==> src/hw/rtl/spm_pkg.sv <==
package spm_pkg;

    // depth fraction bits and default rotation stage count
    localparam int FRAC_BITS     = 12;
    localparam int CORDIC_STAGES = 16;
    localparam int ATAN_COUNT    = 30;

    // angle widths: summed angle in degrees with 24 fraction bits, residual after reduction
    localparam int ANG_W = 36;
    localparam int RES_W = 33;

    localparam logic signed [ANG_W-1:0] ANG_FULL    = 36'sd6039797760;
    localparam logic signed [ANG_W-1:0] ANG_HALF    = 36'sd3019898880;
    localparam logic signed [ANG_W-1:0] ANG_QUARTER = 36'sd1509949440;

    // 1/K gain in Q1.30
    localparam logic signed [RES_W-1:0] CORDIC_X0 = 33'sd652032874;

    // arctangent of 2^-i in degrees, 24 fraction bits
    localparam logic signed [RES_W-1:0] ATAN_DEG24 [ATAN_COUNT] = '{
        33'sd754974720, 33'sd445687602, 33'sd235489088, 33'sd119537938, 33'sd60000934,
        33'sd30029717,  33'sd15018523,  33'sd7509720,   33'sd3754917,   33'sd1877466,
        33'sd938734,    33'sd469367,    33'sd234684,    33'sd117342,    33'sd58671,
        33'sd29335,     33'sd14668,     33'sd7334,      33'sd3667,      33'sd1833,
        33'sd917,       33'sd458,       33'sd229,       33'sd115,       33'sd57,
        33'sd29,        33'sd14,        33'sd7,         33'sd4,         33'sd2
    };

    // depth: M = layer*1000*2^16 + 5000 + floor((y+h)*2^16 / 2^FRAC_BITS), z = floor(M/10000)
    localparam int ZM_W = 50;
    localparam logic signed [ZM_W-1:0] LAYER_SCALE = 50'sd65536000;
    localparam logic signed [ZM_W-1:0] LAYER_BIAS  = 50'sd5000;
    // 10000 * 2^21: the depth range edge
    localparam logic signed [ZM_W-1:0] Z_LIM       = 50'sd20971520000;
    // after dropping 4 bits the divisor is 625, done by reciprocal and one correction
    localparam logic [22:0]            Z_RECIP     = 23'd6871947;
    localparam logic [33:0]            Z_DIV       = 34'd625;
    localparam logic signed [21:0]     Z_HI        = 22'sd2097151;
    localparam logic signed [21:0]     Z_LO        = -22'sd2097152;

    localparam logic signed [47:0] SAT_HI = 48'sd2147483647;
    localparam logic signed [47:0] SAT_LO = -48'sd2147483648;

    typedef enum logic [1:0] {
        ZS_NONE = 2'd0,
        ZS_HI   = 2'd1,
        ZS_LO   = 2'd2
    } t_zsat;

    // one CORDIC rotation: cos, sin (Q1.30) and residual angle
    typedef struct packed {
        logic signed [RES_W-1:0] x;
        logic signed [RES_W-1:0] y;
        logic signed [RES_W-1:0] a;
    } t_rot;

    // beat traveling down the cell chain
    typedef struct packed {
        t_rot                own;
        t_rot                par;
        t_rot                tot;
        logic                neg_own;
        logic                neg_par;
        logic                neg_tot;
        logic signed [31:0]  px;
        logic signed [31:0]  py;
        logic signed [31:0]  ppx;
        logic signed [31:0]  ppy;
        logic [30:0]         sx;
        logic [30:0]         sy;
        logic [30:0]         psx;
        logic [30:0]         psy;
        logic [31:0]         zm;
        t_zsat               zsat;
    } t_cdata;

    // one micro-rotation, direction from the residual sign (zero turns positive)
    function automatic t_rot cordic_step(input t_rot v, input int sh,
                                         input logic signed [RES_W-1:0] at);
        t_rot n;
        if (v.a >= 0) begin
            n.x = v.x - (v.y >>> sh);
            n.y = v.y + (v.x >>> sh);
            n.a = v.a - at;
        end else begin
            n.x = v.x + (v.y >>> sh);
            n.y = v.y - (v.x >>> sh);
            n.a = v.a + at;
        end
        return n;
    endfunction

endpackage

==> src/hw/rtl/spm_prep.sv <==
module spm_prep (
    input  logic                   i_clk,
    input  logic                   i_rst_n,
    input  logic                   i_valid,
    output logic                   o_ready,
    input  logic signed [31:0]     i_pos_x,
    input  logic signed [31:0]     i_pos_y,
    input  logic [30:0]            i_size_x,
    input  logic [30:0]            i_size_y,
    input  logic signed [25:0]     i_rot_deg,
    input  logic signed [7:0]      i_layer,
    input  logic                   i_parent_present,
    input  logic signed [31:0]     i_parent_pos_x,
    input  logic signed [31:0]     i_parent_pos_y,
    input  logic [30:0]            i_parent_size_x,
    input  logic [30:0]            i_parent_size_y,
    input  logic signed [25:0]     i_parent_rot_deg,
    output logic                   o_valid,
    input  logic                   i_ready,
    output spm_pkg::t_cdata        o_data
);

    localparam int AW = spm_pkg::ANG_W;
    localparam int RW = spm_pkg::RES_W;
    localparam int MW = spm_pkg::ZM_W;

    // bring any summed angle into [-180, 180)
    function automatic logic signed [RW-1:0] reduce(input logic signed [AW-1:0] a);
        logic signed [AW-1:0] r;
        if (a >= spm_pkg::ANG_HALF + 2 * spm_pkg::ANG_FULL)
            r = a - 3 * spm_pkg::ANG_FULL;
        else if (a >= spm_pkg::ANG_HALF + spm_pkg::ANG_FULL)
            r = a - 2 * spm_pkg::ANG_FULL;
        else if (a >= spm_pkg::ANG_HALF)
            r = a - spm_pkg::ANG_FULL;
        else if (a < -spm_pkg::ANG_HALF - 2 * spm_pkg::ANG_FULL)
            r = a + 3 * spm_pkg::ANG_FULL;
        else if (a < -spm_pkg::ANG_HALF - spm_pkg::ANG_FULL)
            r = a + 2 * spm_pkg::ANG_FULL;
        else if (a < -spm_pkg::ANG_HALF)
            r = a + spm_pkg::ANG_FULL;
        else
            r = a;
        return r[RW-1:0];
    endfunction

    // fold into [-90, 90]; the far half flips cos and sin at the end
    function automatic logic is_far(input logic signed [RW-1:0] a);
        return (AW'(a) > spm_pkg::ANG_QUARTER) || (AW'(a) < -spm_pkg::ANG_QUARTER);
    endfunction

    function automatic spm_pkg::t_rot start_rot(input logic signed [RW-1:0] a);
        spm_pkg::t_rot        v;
        logic signed [AW-1:0] f;
        if (AW'(a) > spm_pkg::ANG_QUARTER)
            f = AW'(a) - spm_pkg::ANG_HALF;
        else if (AW'(a) < -spm_pkg::ANG_QUARTER)
            f = AW'(a) + spm_pkg::ANG_HALF;
        else
            f = AW'(a);
        v.x = spm_pkg::CORDIC_X0;
        v.y = '0;
        v.a = f[RW-1:0];
        return v;
    endfunction

    logic [2:0] r_v;
    logic [2:0] rdy;
    logic [2:0] vin;
    logic [2:0] ld;

    // stage 0: angles in 24-bit fraction degrees, parent masked
    logic signed [AW-1:0] r0_ao, r0_ap, r0_at;
    logic signed [31:0]   r0_px, r0_py, r0_ppx, r0_ppy;
    logic [30:0]          r0_sx, r0_sy, r0_psx, r0_psy;
    logic signed [MW-1:0] r0_lz;
    logic signed [33:0]   r0_zs;
    logic signed [AW-1:0] n0_ao, n0_ap, n0_at;
    logic signed [MW-1:0] n0_lz;
    logic signed [33:0]   n0_zs;

    // stage 1: reduced angles, depth numerator
    logic signed [RW-1:0] r1_ao, r1_ap, r1_at;
    logic signed [31:0]   r1_px, r1_py, r1_ppx, r1_ppy;
    logic [30:0]          r1_sx, r1_sy, r1_psx, r1_psy;
    logic signed [MW-1:0] r1_m;
    logic signed [MW-1:0] n1_m;

    // stage 2: chain entry beat
    spm_pkg::t_cdata      r2_d;
    spm_pkg::t_cdata      n2_d;
    logic signed [MW-1:0] zofs;

    // handshake ripple
    always_comb begin
        rdy[2] = ~r_v[2] | i_ready;
        rdy[1] = ~r_v[1] | rdy[2];
        rdy[0] = ~r_v[0] | rdy[1];
        vin    = {r_v[1:0], i_valid};
        ld     = rdy & vin;
    end

    assign o_ready = rdy[0];
    assign o_valid = r_v[2];
    assign o_data  = r2_d;

    always_ff @(posedge i_clk) begin
        if (!i_rst_n) begin
            r_v <= '0;
        end else begin
            r_v <= (r_v & ~rdy) | (vin & rdy);
        end
    end

    // stage 0 logic
    always_comb begin
        n0_ao = {{2{i_rot_deg[25]}}, i_rot_deg, 8'd0};
        n0_ap = i_parent_present ? {{2{i_parent_rot_deg[25]}}, i_parent_rot_deg, 8'd0} : '0;
        n0_at = n0_ao + n0_ap;
        n0_lz = MW'(i_layer) * spm_pkg::LAYER_SCALE + spm_pkg::LAYER_BIAS;
        n0_zs = 34'(i_pos_y) + $signed({3'b0, i_size_y});
    end

    // stage 1 logic
    assign n1_m = r0_lz + ((MW'(r0_zs) <<< 16) >>> spm_pkg::FRAC_BITS);

    // stage 2 logic
    always_comb begin
        zofs        = r1_m + spm_pkg::Z_LIM;
        n2_d.own    = start_rot(r1_ao);
        n2_d.par    = start_rot(r1_ap);
        n2_d.tot    = start_rot(r1_at);
        n2_d.neg_own = is_far(r1_ao);
        n2_d.neg_par = is_far(r1_ap);
        n2_d.neg_tot = is_far(r1_at);
        n2_d.px     = r1_px;
        n2_d.py     = r1_py;
        n2_d.ppx    = r1_ppx;
        n2_d.ppy    = r1_ppy;
        n2_d.sx     = r1_sx;
        n2_d.sy     = r1_sy;
        n2_d.psx    = r1_psx;
        n2_d.psy    = r1_psy;
        n2_d.zm     = zofs[35:4];
        if (r1_m >= spm_pkg::Z_LIM)
            n2_d.zsat = spm_pkg::ZS_HI;
        else if (r1_m < -spm_pkg::Z_LIM)
            n2_d.zsat = spm_pkg::ZS_LO;
        else
            n2_d.zsat = spm_pkg::ZS_NONE;
    end

    always_ff @(posedge i_clk) begin
        if (ld[0]) begin
            r0_ao  <= n0_ao;
            r0_ap  <= n0_ap;
            r0_at  <= n0_at;
            r0_px  <= i_pos_x;
            r0_py  <= i_pos_y;
            r0_sx  <= i_size_x;
            r0_sy  <= i_size_y;
            r0_ppx <= i_parent_present ? i_parent_pos_x : '0;
            r0_ppy <= i_parent_present ? i_parent_pos_y : '0;
            r0_psx <= i_parent_present ? i_parent_size_x : '0;
            r0_psy <= i_parent_present ? i_parent_size_y : '0;
            r0_lz  <= n0_lz;
            r0_zs  <= n0_zs;
        end
        if (ld[1]) begin
            r1_ao  <= reduce(r0_ao);
            r1_ap  <= reduce(r0_ap);
            r1_at  <= reduce(r0_at);
            r1_px  <= r0_px;
            r1_py  <= r0_py;
            r1_sx  <= r0_sx;
            r1_sy  <= r0_sy;
            r1_ppx <= r0_ppx;
            r1_ppy <= r0_ppy;
            r1_psx <= r0_psx;
            r1_psy <= r0_psy;
            r1_m   <= n1_m;
        end
        if (ld[2]) begin
            r2_d <= n2_d;
        end
    end

endmodule

==> config.mk <==
export PLATFORM = sky130hd
export DESIGN_NAME = spm_prep
export DESIGN_NICKNAME = d
export VERILOG_FILES = /design/src/hw/rtl/spm_pkg.sv /design/src/hw/rtl/spm_prep.sv
export SDC_FILE = /design/constraint.sdc
export NUM_CORES = 1
export LEC_CHECK = 0
export BUFFER_PORTS_ARGS = -buffer_cell sky130_fd_sc_hd__buf_4
export CORE_AREA = 2 2 347 349
export DETAILED_ROUTE_END_ITERATION = 10
export DIE_AREA = 0 0 349 351
export GPL_TIMING_DRIVEN = 0
export PLACE_DENSITY_LB_ADDON = 0.2
export SETUP_SLACK_MARGIN = 0.1
export SLEW_MARGIN = 20
export SYNTH_ARGS = -nofsm -noshare
export SYNTH_HDL_FRONTEND = slang
export SYNTH_SLANG_ARGS = --single-unit
export TNS_END_PERCENT = 5
==> constraint.sdc <==
create_clock -name i_clk -period 43.3 [get_ports i_clk]
set_input_delay 8.66 -clock i_clk [delete_from_list [all_inputs] [get_ports i_clk]]
set_output_delay 8.66 -clock i_clk [all_outputs]
set_load 0.005 [all_outputs]
==> flow_summary.ini <==
[worst_setup_path]
rr_worst_depth = 10
r2r_start = r1_at[26]$_DFFE_PP_
crit_path_max_fanout = 6
endpoint_kind = output port
start_kind = input pin
crit_type = input pin to output port
r2r_end = o_data[318]$_DFFE_PP_
required_ns = 34.64
rrSetupSlack_ns = 40.26
arrival_ns = 9.70

[cts]
path_clk_slew_ns = 0.06
hold_buffers = 0
clock_sinks = 1121
cts_tree = yes
ctsLongestPathBuffers = 3
cts_resized = 0
cts_buffers = 114
post-cts-setup-buffers = 0
ctsHtreeMaxLevel = 3
cts_root_buf = clkbuf_16
clk_latency_ns = 0.73

[grt]
grt_pass1_vias = 23900
grt-ovfl-total = 0
antenna_found_initial = 14
grt_pass1_wl_um = 146000
grt_max_degree = 30
groute.usage.overall = 0.157

[routing]
vias = 24300
highest_layer = met5
wl_met2_um = 51900
wl_met1_um = 37500
drt-vias-per-instance = 4.51
dr_wl_met3_um = 7560
drc = 0
antenna_left = 0
drt_wl_total_um = 99500
first_pass_iters = 5
post_drt_wl_per_cell_um = 18.5
drt_iter0_markers = 1387

[sta]
max_freq_mhz = 54.5
period_share = 0.424
tightest_slew_ns = 0.995
finalHoldViolCount = 0
setup_viol = 0
fin_skew_ns = 0.0379
rsz0062_at_grt = no
slew_viol_final = 0
whs_ns = 0.398
finalSetupTns_ns = 0
min_period_ns = 18.36
maxSlewHeadroom = 0.331

[cells_and_area]
fillers = 10200
fin_cells = 5387
fin_nets = 4235
area_growth_pct = 29.3
drive_gt1_frac = 0.303

[power]
power_uw = 2650
power_frac_seq = 0.503
p_clk_frac = 0.359
p_leak_uw = 0.0226
ir_worst_vdd_v = 0.0000351
p_per_area_nw_per_um2 = 45.9
p_sw_uw = 638
switching_share = 0.241
comb_power_share = 0.138
power.internal_uw = 2010

[placement]
gp_congestion = 0.833
port_buffers = 681
dp_hpwl_um = 76500
placedCellCount = 5177

[logic_synthesis]
synth_area_um2 = 44500
synth-main-ff-cell = edfxtp_1
syn_inst = 2666
yosys.area.top_type = edfxtp_1
synth_edf_count = 1118
synth_top_cells_by_count = edfxtp_1, buf_4, and2_1, ha_1, inv_1
seq_area_frac_synth = 0.755
ys.warnings.count = 0
synthTopCellsByArea = edfxtp_1, ha_1, buf_4, and2_1, xnor2_1
ys_seq_elements = 1121
synth_most_common_cell = edfxtp_1
synth_cell_types = 85
synth_top_area_frac = 0.754
async_reset_ff_frac = 0
avgSynthCellArea_um2 = 16.7

[floorplan]
io_pins = 905
start_util = 0.374
die_x_um = 349
die_area_um2 = 122000
die_h_um = 351
core_um2 = 119000
num_rows = 127

[run]
drv_cap = 0

[min_path]
worstHoldStart = r0_ao[20]$_DFFE_PP_
min_to = r1_ao[20]$_DFFE_PP_
min_path_type = flop to flop
min_path_cells = 0

[status]
status = finished, final reports clean
-- flip-flops by register name (all words and copies together) (netlist names), 32 cells and up, named ones only --
register	cells
r0_zs	33
o_data	364
r0_py	32
r0_ppx	32
r1_m	46
r1_ppx	32
r1_py	32
r1_px	32
r0_px	32
r0_ppy	32
r1_ppy	32
-- final cells by class --
class                           count  area [µm²]  area share
Tap cell                         1548        1940      0.0336
Buffer                            257        1810      0.0314
Clock inverter                     69         661      0.0115
Antenna cell                        5        12.5    0.000217
Timing Repair Buffer              743        6630       0.115
Clock buffer                      136        2960      0.0513
Multi-Input combinational cell   1366        9430       0.164
Inverter                          142         533     0.00925
Sequential cell                  1121       33600       0.584
-- cells by family after synthesis --
kind of cell / share of synthesized area
xor gates and xnor gates: 0.0240
DFF: 0.755
adders and majority gates: 0.0533
buffers and inverters: 0.0525
other: 0.000169
and+or+nand+nor: 0.0556
AOI/OAI and AO/OA: 0.0590
muxes: 0.000477
-- stage by stage --
step,setup WS (ns),instance area (µm²),utilization
6_report,24.94,57600,0.484
5_1_grt,24.86,57600,0.484
4_1_cts,24.93,57600,0.484
3_5_place_dp,24.93,54000,0.453
3_3_place_gp,-9.84,52400,0.440
2_1_floorplan,6.07,45400,-
-- critical path, stage by stage --
cell	delay, ns
buf_4	0.11
nor2b_1	0.56
nand3_1	0.20
buf_4	0.18
-- per-layer routing --
layer  global-route usage  vias up
met5                    0        -
met4               0.0524       16
met3               0.0467      153
met2                0.282      773
met1                0.179    11700
li1                     -    11700
-- placed cells by master, fill, tap and decap left out, drive strengths merged, types with 12 or more instances in the layout --
| master | count |
|---|---|
| edfxtp | 1118 |
| and2 | 159 |
| ha | 145 |
| nor4 | 21 |
| a21oi | 95 |
| o211ai | 16 |
| and3 | 14 |
| nand2 | 93 |
| xnor2 | 87 |
| fa | 28 |
| o21ai | 81 |
| conb | 222 |
| clkinv | 51 |
| o21a | 22 |
| inv | 147 |
| xor2 | 35 |
| a21o | 35 |
| nor3 | 18 |
| a31oi | 15 |
| nand3 | 27 |
| buf | 970 |
| clkbuf | 166 |
| nand2b | 12 |
| nor2 | 69 |
-- worst max path at each step --
| stage | from | endpoint | slack, ns | depth (start not counted) |
|---|---|---|---|---|
| after CTS | i_ready | o_ready | 24.93 | 4 |
| final | i_ready | o_ready | 24.94 | 4 |
| after detailed placement | i_ready | o_ready | 24.93 | 4 |
| after global placement | i_ready | r1_px[12]$_DFFE_PP_ | -9.84 | 3 |
| after global routing | i_ready | o_ready | 24.86 | 4 |
| after floorplan | i_ready | r1_ao[10]$_DFFE_PP_ | 6.07 | 2 |
-- power by group through the flow --
stage | clock network, µW | logic, µW | registers [µW]
2_1_floorplan | 0 | 241 | 1380
3_3_place_gp | 0 | 348 | 1410
3_5_place_dp | 0 | 368 | 1350
4_1_cts | 979 | 370 | 1330
5_1_grt | 1020 | 413 | 1340
6_report | 949 | 366 | 1330
(Power assumes the default switching activity.)
