## config.mk

```make
export PLATFORM = sky130hd
export DESIGN_NAME = spm_cell
export DESIGN_NICKNAME = d
export VERILOG_FILES = /design/src/hw/rtl/spm_pkg.sv /design/src/hw/rtl/spm_cell.sv
export SDC_FILE = /design/constraint.sdc
export NUM_CORES = 1
export LEC_CHECK = 0
export ABC_AREA = 1
export BUFFER_PORTS_ARGS = -buffer_cell sky130_fd_sc_hd__buf_2
export CORE_AREA = 2 2 465 467
export DETAILED_ROUTE_END_ITERATION = 12
export DIE_AREA = 0 0 467 469
export HOLD_SLACK_MARGIN = 0.15
export PLACE_DENSITY = 0.39
export SYNTH_ARGS = -nofsm -noshare
export SYNTH_HDL_FRONTEND = slang
export SYNTH_SLANG_ARGS = --single-unit
```

## constraint.sdc

```tcl
create_clock -name i_clk -period 36.7 [get_ports i_clk]
set_clock_uncertainty 0.2 [all_clocks]
set_input_delay 1.835 -clock i_clk [delete_from_list [all_inputs] [get_ports i_clk]]
set_output_delay 1.835 -clock i_clk [all_outputs]
set_load 0.005 [all_outputs]
```

## src/hw/rtl/spm_pkg.sv

```systemverilog
package spm_pkg;

    // depth fraction bits and default rotation stage count
    localparam int FRAC_BITS     = 12;
    localparam int CORDIC_STAGES = 16;
    localparam int ATAN_COUNT    = 30;

    // angle widths: summed angle in degrees with 24 fraction bits, residual after reduction
    localparam int ANG_W = 36;
    localparam int RES_W = 33;

    localparam logic signed [ANG_W-1:0] ANG_FULL    = 36'sd6039797760;
    localparam logic signed [ANG_W-1:0] ANG_HALF    = 36'sd3019898880;
    localparam logic signed [ANG_W-1:0] ANG_QUARTER = 36'sd1509949440;

    // 1/K gain in Q1.30
    localparam logic signed [RES_W-1:0] CORDIC_X0 = 33'sd652032874;

    // arctangent of 2^-i in degrees, 24 fraction bits
    localparam logic signed [RES_W-1:0] ATAN_DEG24 [ATAN_COUNT] = '{
        33'sd754974720, 33'sd445687602, 33'sd235489088, 33'sd119537938, 33'sd60000934,
        33'sd30029717,  33'sd15018523,  33'sd7509720,   33'sd3754917,   33'sd1877466,
        33'sd938734,    33'sd469367,    33'sd234684,    33'sd117342,    33'sd58671,
        33'sd29335,     33'sd14668,     33'sd7334,      33'sd3667,      33'sd1833,
        33'sd917,       33'sd458,       33'sd229,       33'sd115,       33'sd57,
        33'sd29,        33'sd14,        33'sd7,         33'sd4,         33'sd2
    };

    // depth: M = layer*1000*2^16 + 5000 + floor((y+h)*2^16 / 2^FRAC_BITS), z = floor(M/10000)
    localparam int ZM_W = 50;
    localparam logic signed [ZM_W-1:0] LAYER_SCALE = 50'sd65536000;
    localparam logic signed [ZM_W-1:0] LAYER_BIAS  = 50'sd5000;
    // 10000 * 2^21: the depth range edge
    localparam logic signed [ZM_W-1:0] Z_LIM       = 50'sd20971520000;
    // after dropping 4 bits the divisor is 625, done by reciprocal and one correction
    localparam logic [22:0]            Z_RECIP     = 23'd6871947;
    localparam logic [33:0]            Z_DIV       = 34'd625;
    localparam logic signed [21:0]     Z_HI        = 22'sd2097151;
    localparam logic signed [21:0]     Z_LO        = -22'sd2097152;

    localparam logic signed [47:0] SAT_HI = 48'sd2147483647;
    localparam logic signed [47:0] SAT_LO = -48'sd2147483648;

    typedef enum logic [1:0] {
        ZS_NONE = 2'd0,
        ZS_HI   = 2'd1,
        ZS_LO   = 2'd2
    } t_zsat;

    // one CORDIC rotation: cos, sin (Q1.30) and residual angle
    typedef struct packed {
        logic signed [RES_W-1:0] x;
        logic signed [RES_W-1:0] y;
        logic signed [RES_W-1:0] a;
    } t_rot;

    // beat traveling down the cell chain
    typedef struct packed {
        t_rot                own;
        t_rot                par;
        t_rot                tot;
        logic                neg_own;
        logic                neg_par;
        logic                neg_tot;
        logic signed [31:0]  px;
        logic signed [31:0]  py;
        logic signed [31:0]  ppx;
        logic signed [31:0]  ppy;
        logic [30:0]         sx;
        logic [30:0]         sy;
        logic [30:0]         psx;
        logic [30:0]         psy;
        logic [31:0]         zm;
        t_zsat               zsat;
    } t_cdata;

    // one micro-rotation, direction from the residual sign (zero turns positive)
    function automatic t_rot cordic_step(input t_rot v, input int sh,
                                         input logic signed [RES_W-1:0] at);
        t_rot n;
        if (v.a >= 0) begin
            n.x = v.x - (v.y >>> sh);
            n.y = v.y + (v.x >>> sh);
            n.a = v.a - at;
        end else begin
            n.x = v.x + (v.y >>> sh);
            n.y = v.y - (v.x >>> sh);
            n.a = v.a + at;
        end
        return n;
    endfunction

endpackage

```

## src/hw/rtl/spm_cell.sv

```systemverilog
module spm_cell #(
    parameter int IDX = 0
) (
    input  logic            i_clk,
    input  logic            i_rst_n,
    input  logic            i_valid,
    output logic            o_ready,
    input  spm_pkg::t_cdata i_data,
    output logic            o_valid,
    input  logic            i_ready,
    output spm_pkg::t_cdata o_data
);

    logic            r_valid;
    spm_pkg::t_cdata r_data;
    spm_pkg::t_cdata n_data;

    // one rotation step on all three angles, payload rides along
    always_comb begin
        n_data     = i_data;
        n_data.own = spm_pkg::cordic_step(i_data.own, IDX, spm_pkg::ATAN_DEG24[IDX]);
        n_data.par = spm_pkg::cordic_step(i_data.par, IDX, spm_pkg::ATAN_DEG24[IDX]);
        n_data.tot = spm_pkg::cordic_step(i_data.tot, IDX, spm_pkg::ATAN_DEG24[IDX]);
    end

    assign o_ready = ~r_valid | i_ready;
    assign o_valid = r_valid;
    assign o_data  = r_data;

    always_ff @(posedge i_clk) begin
        if (!i_rst_n) begin
            r_valid <= 1'b0;
        end else if (o_ready) begin
            r_valid <= i_valid;
        end
    end

    always_ff @(posedge i_clk) begin
        if (o_ready && i_valid) begin
            r_data <= n_data;
        end
    end

endmodule

```

==> key figures, run 1 <==
Run status
  • Outcome: finished clean

Floorplan
  • Initial Utilization: 19.3%
  • Die Span Y: 469 um
  • I/O pins: 1178
  • Die width: 467 um
  • Row Count: 170
  • Die area: 219000 sq um
  • Core area: 214000 sq um

Power and ir drop
  • Power Dens Cells: 40.4 nW/um^2
  • Flop pwr share: 38.8%
  • Int Pwr: 1.39 mW
  • Peak supply drop: 0.0000297 V
  • LEAKAGE: 26.5 nW
  • Sw Share: 34.4%
  • Clock network power share: 34.8%
  • NetSw: 0.732 mW
  • PnR Total Power: 2.12 mW
  • Logic gate share of total power: 26.4%

Placed design
  • Port buffer count: 1177
  • Gpl congestion: 0.916
  • Placed insts: 9317
  • Post-DP HPWL: 177000 um

STA
  • Max-slew headroom: 31.9%
  • Fin. max-slew vios: 0
  • Final min period: 6.05 ns
  • Top achievable clock speed: 0.165 GHz
  • Setup TNS: 0 ns
  • Tcrit/Tclk final: 16.5%
  • Hold Worst Slack: 0.573 ns
  • Worst-margin pin slew: 1.02 ns
  • RSZ-0062 raised after global routing: false
  • Final-report hold violation count: 0
  • Final setup viols: 0

Cells and area
  • Synth-to-Final Area Change: 27.3%
  • Post-Layout Cell Count: 9473
  • Layout Nets: 7496
  • Most frequent cells in the layout: 1746 x nand2_1, 1177 x buf_2, 965 x inv_1, 583 x edfxtp_1, 452 x nor2_1
  • Most common cell after layout, fill and taps aside: nand2_1
  • Layout cells sized above 1: 20.7%

Synth
  • Sequential area share after synthesis: 42.4%
  • #FFs+latches synth: 584
  • Number of synthesized flops with an enable pin: 583
  • Syn Nets: 6351
  • Post-synthesis xor/xnor area fraction: 1.93%
  • Synth Area in Compound Gates: 6.92%
  • Cell Area, Synth: 41300 sq um
  • Synth Instances: 5413
  • Main combinational cell family by area after synthesis: simple AND/OR/NAND/NOR gates
  • Post-synthesis mux area share: 0.0485%
  • Main synth FF type: edfxtp_1
  • Avg Inst Size Synth: 7.63 sq um
  • Netlist cell types: 38
  • Asr flop ratio synth: 0%
  • Simple-gate portion of the synthesized area: 27.3%
  • Warnings from Yosys: 0
  • Post-synthesis adder-cell area fraction: 10.8%

Critical path
  • Crit path max-delay family: buffers and inverters
  • Critical path type: in -> reg
  • Startpoint types: input pin
  • Critical-path top delay cell: buf_4
  • Largest stage delay, worst path: 0.85 ns
  • Critical Path AT: 6.18 ns
  • Worst path cell trace: buf_2 > inv_1 > a21oi_4 > buf_4 > buf_4 > buf_4 > buf_4 > buf_4
  • Worst-path fanout max: 75
  • Crit path required time: 36.83 ns
  • Most frequent cell on the critical path: buf_4
  • CP endpoint kind: flip-flop
  • Crit path buffers/inverters: 7

GRT
  • First-pass GRT wire length: 283000 um
  • Grt total ovfl: 0
  • Largest net degree at the start of global routing: 76
  • Number of global-route vias before repair: 39.3k
  • Antenna violations before repair: 78
  • GRT Util Overall: 18.1%

Clock tree
  • Post-cts sizing count: 0
  • Clk slew on worst S/H paths: 0.06 ns
  • Clk buf depth: 3
  • Clock H-tree levels: 3
  • Post-CTS setup buffer count: 0
  • CTS sink count: 584
  • Number of CTS-inserted buffers: 77
  • Worst-Skew Late Latency: 0.70 ns
  • TritonCTS clock tree: yes
  • CTS root buf: clkbuf_16
  • CTS Hold Buffers Added: 0

Job
  • Max Cap Viol: 0

Drt
  • DR vias: 39.8k
  • Post-route DRC: 0
  • WL final: 208000 um
  • Drt via density: 4.20
  • DR iter-0 viols: 2653
  • Pre-antenna DRT Iters: 7
  • Routed length per instance: 21.9 um
  • Final ANT Viol Nets: 0

Worst hold path
  • Hold Crit Class: reg -> reg
[kinds of logic (layout without fill, tap and decap cells)]
| kind of cell | count (synthesis) | count (layout) |
|---|---|---|
| mux | 2 | 2 |
| compound gates | 527 | 527 |
| simple gates | 2759 | 2759 |
| fa+ha+maj | 348 | 348 |
| buf+inv | 1102 | 2308 |
| xor+xnor | 91 | 91 |
| flops | 584 | 584 |
| other cells | 0 | 16 |
[cells in the mapped netlist, types with 7 or more instances]
cell      instances  share of area, %
buf_6             7              0.19
a21oi_1         215               2.6
nand3_2          11              0.27
nand2_1        1746                16
and2_1           25              0.38
nand3_1         422               5.1
ha_1            336                10
nand4_1          39              0.59
nor2_2           20              0.30
fa_1             12              0.58
buf_2            62              0.75
nor3_1           16              0.19
o21ai_1          22              0.27
nor2_1          452               4.1
inv_1           968               8.8
o21ai_0         190               2.3
a31oi_1          12              0.18
nand2_2          14              0.21
buf_4            34              0.62
o21bai_1         51              0.93
clkbuf_1         24              0.22
xor2_1           86               1.8
o211ai_1         12              0.22
edfxtp_1        583                42
o22ai_1          14              0.21
[worst register-to-register path: stages (launching register included)]
cell     delay, ns
dfxtp_1       0.35
a21oi_4       0.16
buf_4         0.77
buf_4         0.82
buf_4         0.86
buf_4         0.74
buf_4         0.73
[area by class of cell]
class                   count  area (sq um)
diodes                     16          40.0
well taps                2838          3550
clock buffers              93          1990
flip-flops and latches    584         17500
inverters                 973          3650
multi-input cells        3727         19400
clock inverters            47           427
fillers                 23845        161000
repair buffers           1195          6030
[flip-flops by register name, summed over array words and instances (netlist names)]
register	count
o_valid	1
o_data	583
[power by group through the flow]
stage          Sequential [mW]  Clock [mW]  Combinational (mW)
3_3_place_gp             0.839           0               0.565
4_1_cts                  0.827       0.770               0.569
2_1_floorplan            0.883           0               0.296
3_5_place_dp             0.839           0               0.566
5_1_grt                  0.830       0.792               0.624
6_report                 0.825       0.739               0.561
[final timing paths]
check / from / end / slack [ns] / depth (start not counted)
setup / recovery: i_valid / o_data[536] / 30.65 / 8
hold / removal: o_valid / o_valid / 0.57 / 2
setup reg to reg: o_valid / o_data[536] / 31.60 / 6
hold reg to reg: o_valid / o_valid / 0.57 / 2
[per-layer routing]
| metal | wire [um] | global-route usage (%) | vias to the layer above |
|---|---|---|---|
| met3 | 12700 | 3.70 | 253 |
| met4 | 5280 | 4.98 | 40 |
| met2 | 106000 | 33.1 | 1272 |
| met1 | 84000 | 21.2 | 18769 |
| met5 | 235 | 0 | - |
| li1 | - | - | 19463 |
[stage by stage]
stage	area [sq um]	worst slack [ns]	utilization (%)
finish	52600	30.65	24.6
global route	52600	30.37	24.6
CTS	52600	30.65	24.6
detailed placement	50200	29.86	23.5
global placement	50200	29.86	23.5
floorplan	41300	5.02	-
Power figures use the tool's default switching activity.
==> inputs of run 2 (changes only) <==
==> constraint.sdc (replaced) <==
create_clock -name i_clk -period 6.2 [get_ports i_clk]
set_clock_uncertainty 0.2 [all_clocks]
set_input_delay 0.31 -clock i_clk [delete_from_list [all_inputs] [get_ports i_clk]]
set_output_delay 0.31 -clock i_clk [all_outputs]
set_load 0.005 [all_outputs]
==> run 2 against run 1 <==
Sequential power rose to 6.0 times the previous value. Highest routed layer unchanged. Combinational power rose to 6.6 times the previous value. Total power rose to 6.4 times the previous value. Largest power group unchanged. Die area unchanged.
==> key figures, run 2 (synthesis gave the netlist of run 1 again) <==
Run status
  • Outcome: finished clean

Clock tree
  • Post-CTS setup buffer count: 0 (unchanged)
  • Clk slew on worst S/H paths: 0.05 ns (about the same)
  • CTS Hold Buffers Added: 798 (+798)
  • CTS root buf: clkbuf_16
  • TritonCTS clock tree: yes
  • Number of CTS-inserted buffers: 82 (+6.5%)
  • Clock H-tree levels: 3 (unchanged)
  • Worst-Skew Late Latency: 0.72 ns (+0.02 ns)
  • CTS sink count: 584 (unchanged)
  • Clk buf depth: 3 (unchanged)
  • Post-cts sizing count: 0 (unchanged)

Placed design
  • Post-DP HPWL: 174000 um (-1.7%)
  • Gpl congestion: 0.923 (+0.72%)
  • Port buffer count: 1177 (unchanged)
  • Placed insts: 9317 (unchanged)
  • Post-DP Area: 50200 sq um (+0.13%)

Drt
  • Pre-antenna DRT Iters: 8 (+1)
  • Final ANT Viol Nets: 0 (unchanged)
  • Routed length per instance: 20.6 um (-6.1%)
  • Drt via density: 4.18 (-0.47%)
  • WL final: 212000 um (+2.2%)
  • DR vias: 43.1k (+8.3%)
  • DR iter-0 viols: 2687 (+1.3%)
  • Post-route DRC: 0 (unchanged)

Floorplan
  • Row Count: 170 (unchanged)
  • Die width: 467 um (unchanged)
  • Die area: 219000 sq um (unchanged)
  • Initial Utilization: 19.3% (unchanged)
  • Core area: 214000 sq um (unchanged)
  • Die Span Y: 469 um (unchanged)
  • I/O pins: 1178 (unchanged)

GRT
  • Grt total ovfl: 0 (unchanged)
  • Number of global-route vias before repair: 43.0k (+9.4%)
  • GRT Util Overall: 18.5% (+0.43 points)
  • Largest net degree at the start of global routing: 118 (+55%)
  • Antenna violations before repair: 47 (-40%)
  • First-pass GRT wire length: 295000 um (+4.3%)

Cells and area
  • Final instance area: 61000 sq um (+16%)
  • Synth-to-Final Area Change: 47.7%
  • Max FFs per register: 583 (unchanged)
  • Post-Layout Cell Count: 10.3k (+8.8%)
  • Fillcell total: 23.3k (-2.3%)
  • Most frequent cells in the layout: 1746 x nand2_1, 1177 x buf_2, 965 x inv_1, 798 x dlygate4sd3_1, 583 x edfxtp_1
  • Layout Nets: 8299 (+11%)
  • Most common cell after layout, fill and taps aside: nand2_1
  • Layout cells sized above 1: 18.6% (-2.1 points)

Power and ir drop
  • Clock network power share: 35.8% (+1.0 points)
  • Peak supply drop: 0.000184 V (+520%)
  • Power Dens Cells: 221 nW/um^2 (+450%)
  • Sw Share: 33.9% (-0.58 points)
  • Flop pwr share: 36.7% (-2.1 points)
  • LEAKAGE: 29.9 nW (+13%)
  • PnR Total Power: 13.5 mW (+540%)
  • Int Pwr: 8.92 mW (+540%)
  • Logic gate share of total power: 27.6% (+1.2 points)
  • NetSw: 4.57 mW (+520%)

STA
  • Final min period: 4.03 ns
  • Final-report hold violation count: 0 (unchanged)
  • RSZ-0062 raised after global routing: false
  • Worst-margin pin slew: 0.909 ns (-0.113 ns)
  • Fin. max-slew vios: 0 (unchanged)
  • Tcrit/Tclk final: 65.0%
  • Max-slew headroom: 39.4% (+7.5 points)
  • Final setup viols: 0 (unchanged)
  • Top achievable clock speed: 0.248 GHz

Critical path
  • Startpoint types: input pin
  • Worst-path fanout max: 45 (-40%)
  • R2R depth: 2 (-4)
  • Crit. Startpoint: i_data[321]
  • Crit path required time: 6.46 ns (-30.37 ns)
  • R2r setup slk: 3.87 ns (-27.73 ns)
  • Critical Path AT: 4.29 ns (-1.89 ns)
  • CP endpoint kind: flip-flop
  • Worst r2r dst: o_data[37]
  • Reg-to-reg startpoint: o_valid
  • Critical path type: in -> reg
  • Crit path to: o_data[320]

Worst hold path
  • Hold Crit Class: in -> reg
  • Hold Startpoint: i_data[487]

Job
  • Max Cap Viol: 0 (unchanged)
==> run 2: cell count changes in the layout (fill, tap and decap cells not counted), moves of 5 or more <==
cell	before	now
diode_2	16	48
clkinv_1	17	11
dlygate4sd3_1	0	798
clkbuf_16	77	82
buf_4	18	13
buf_12	0	5
==> run 2: worst min-delay path by stage <==
| stage | to | depth (start not counted) |
|---|---|---|
| after floorplan | o_data[0] | 0 |
| after global placement | o_data[13] | 1 |
| after detailed placement | o_data[228] | 1 |
| after CTS | o_data[384] | 5 |
| after global routing | o_data[76] | 2 |
| final | o_data[487] | 2 |
==> run 2: metal layers <==
metal / up-vias / track usage [%] / wire [um]
met4: 12 / 6.52 / 7180
li1: 21075 / - / -
met3: 250 / 2.92 / 11400
met2: 1415 / 32.1 / 102000
met1: 20359 / 23.2 / 91300
met5: - / 0 / 67
==> run 2: per-stage QoR <==
stage	util [%]	hold slack (ns)	setup slack (ns)	setup TNS (ns)
2_1_floorplan	-	0.209	-4.58	-2669.18
3_3_place_gp	23.5	0.286	2.98	0
3_5_place_dp	23.5	0.288	3.01	0
4_1_cts	28.5	0.150	2.30	0
5_1_grt	28.5	0.188	1.94	0
6_report	28.5	0.215	2.17	0
==> run 2: cell type report <==
cell class / instances / area, sq um / share of cell area (%)
antenna: 48 / 120 / 0.197
tap: 2838 / 3550 / 5.82
clock inverter: 47 / 557 / 0.913
multi-input combinational: 3727 / 19400 / 31.8
inverter: 973 / 3650 / 5.99
sequential: 584 / 17500 / 28.7
clock buffer: 100 / 2120 / 3.47
timing repair buffer: 1993 / 14100 / 23.1
==> run 2: power by group through the flow <==
stage          Combinational, mW  Clock (mW)  Sequential (mW)
2_1_floorplan               1.75           0             5.05
3_3_place_gp                3.27           0             5.03
3_5_place_dp                3.26           0             5.03
4_1_cts                     3.73        5.05             4.96
5_1_grt                     4.11        5.15             4.97
6_report                    3.72        4.82             4.95
==> run 2: critical path: stages <==
cell and delay [ns]:
dlygate4sd3_1 0.53, buf_2 0.14, inv_2 0.38, buf_4 0.58, ha_1 0.39, a21oi_1 0.15
inv_1 0.05, a31oi_1 0.17, nor2_1 0.06, o21ai_0 0.22, nand2_1 0.08, dlygate4sd3_1 0.57
nand2_1 0.06, nand2_1 0.04, dlygate4sd3_1 0.54
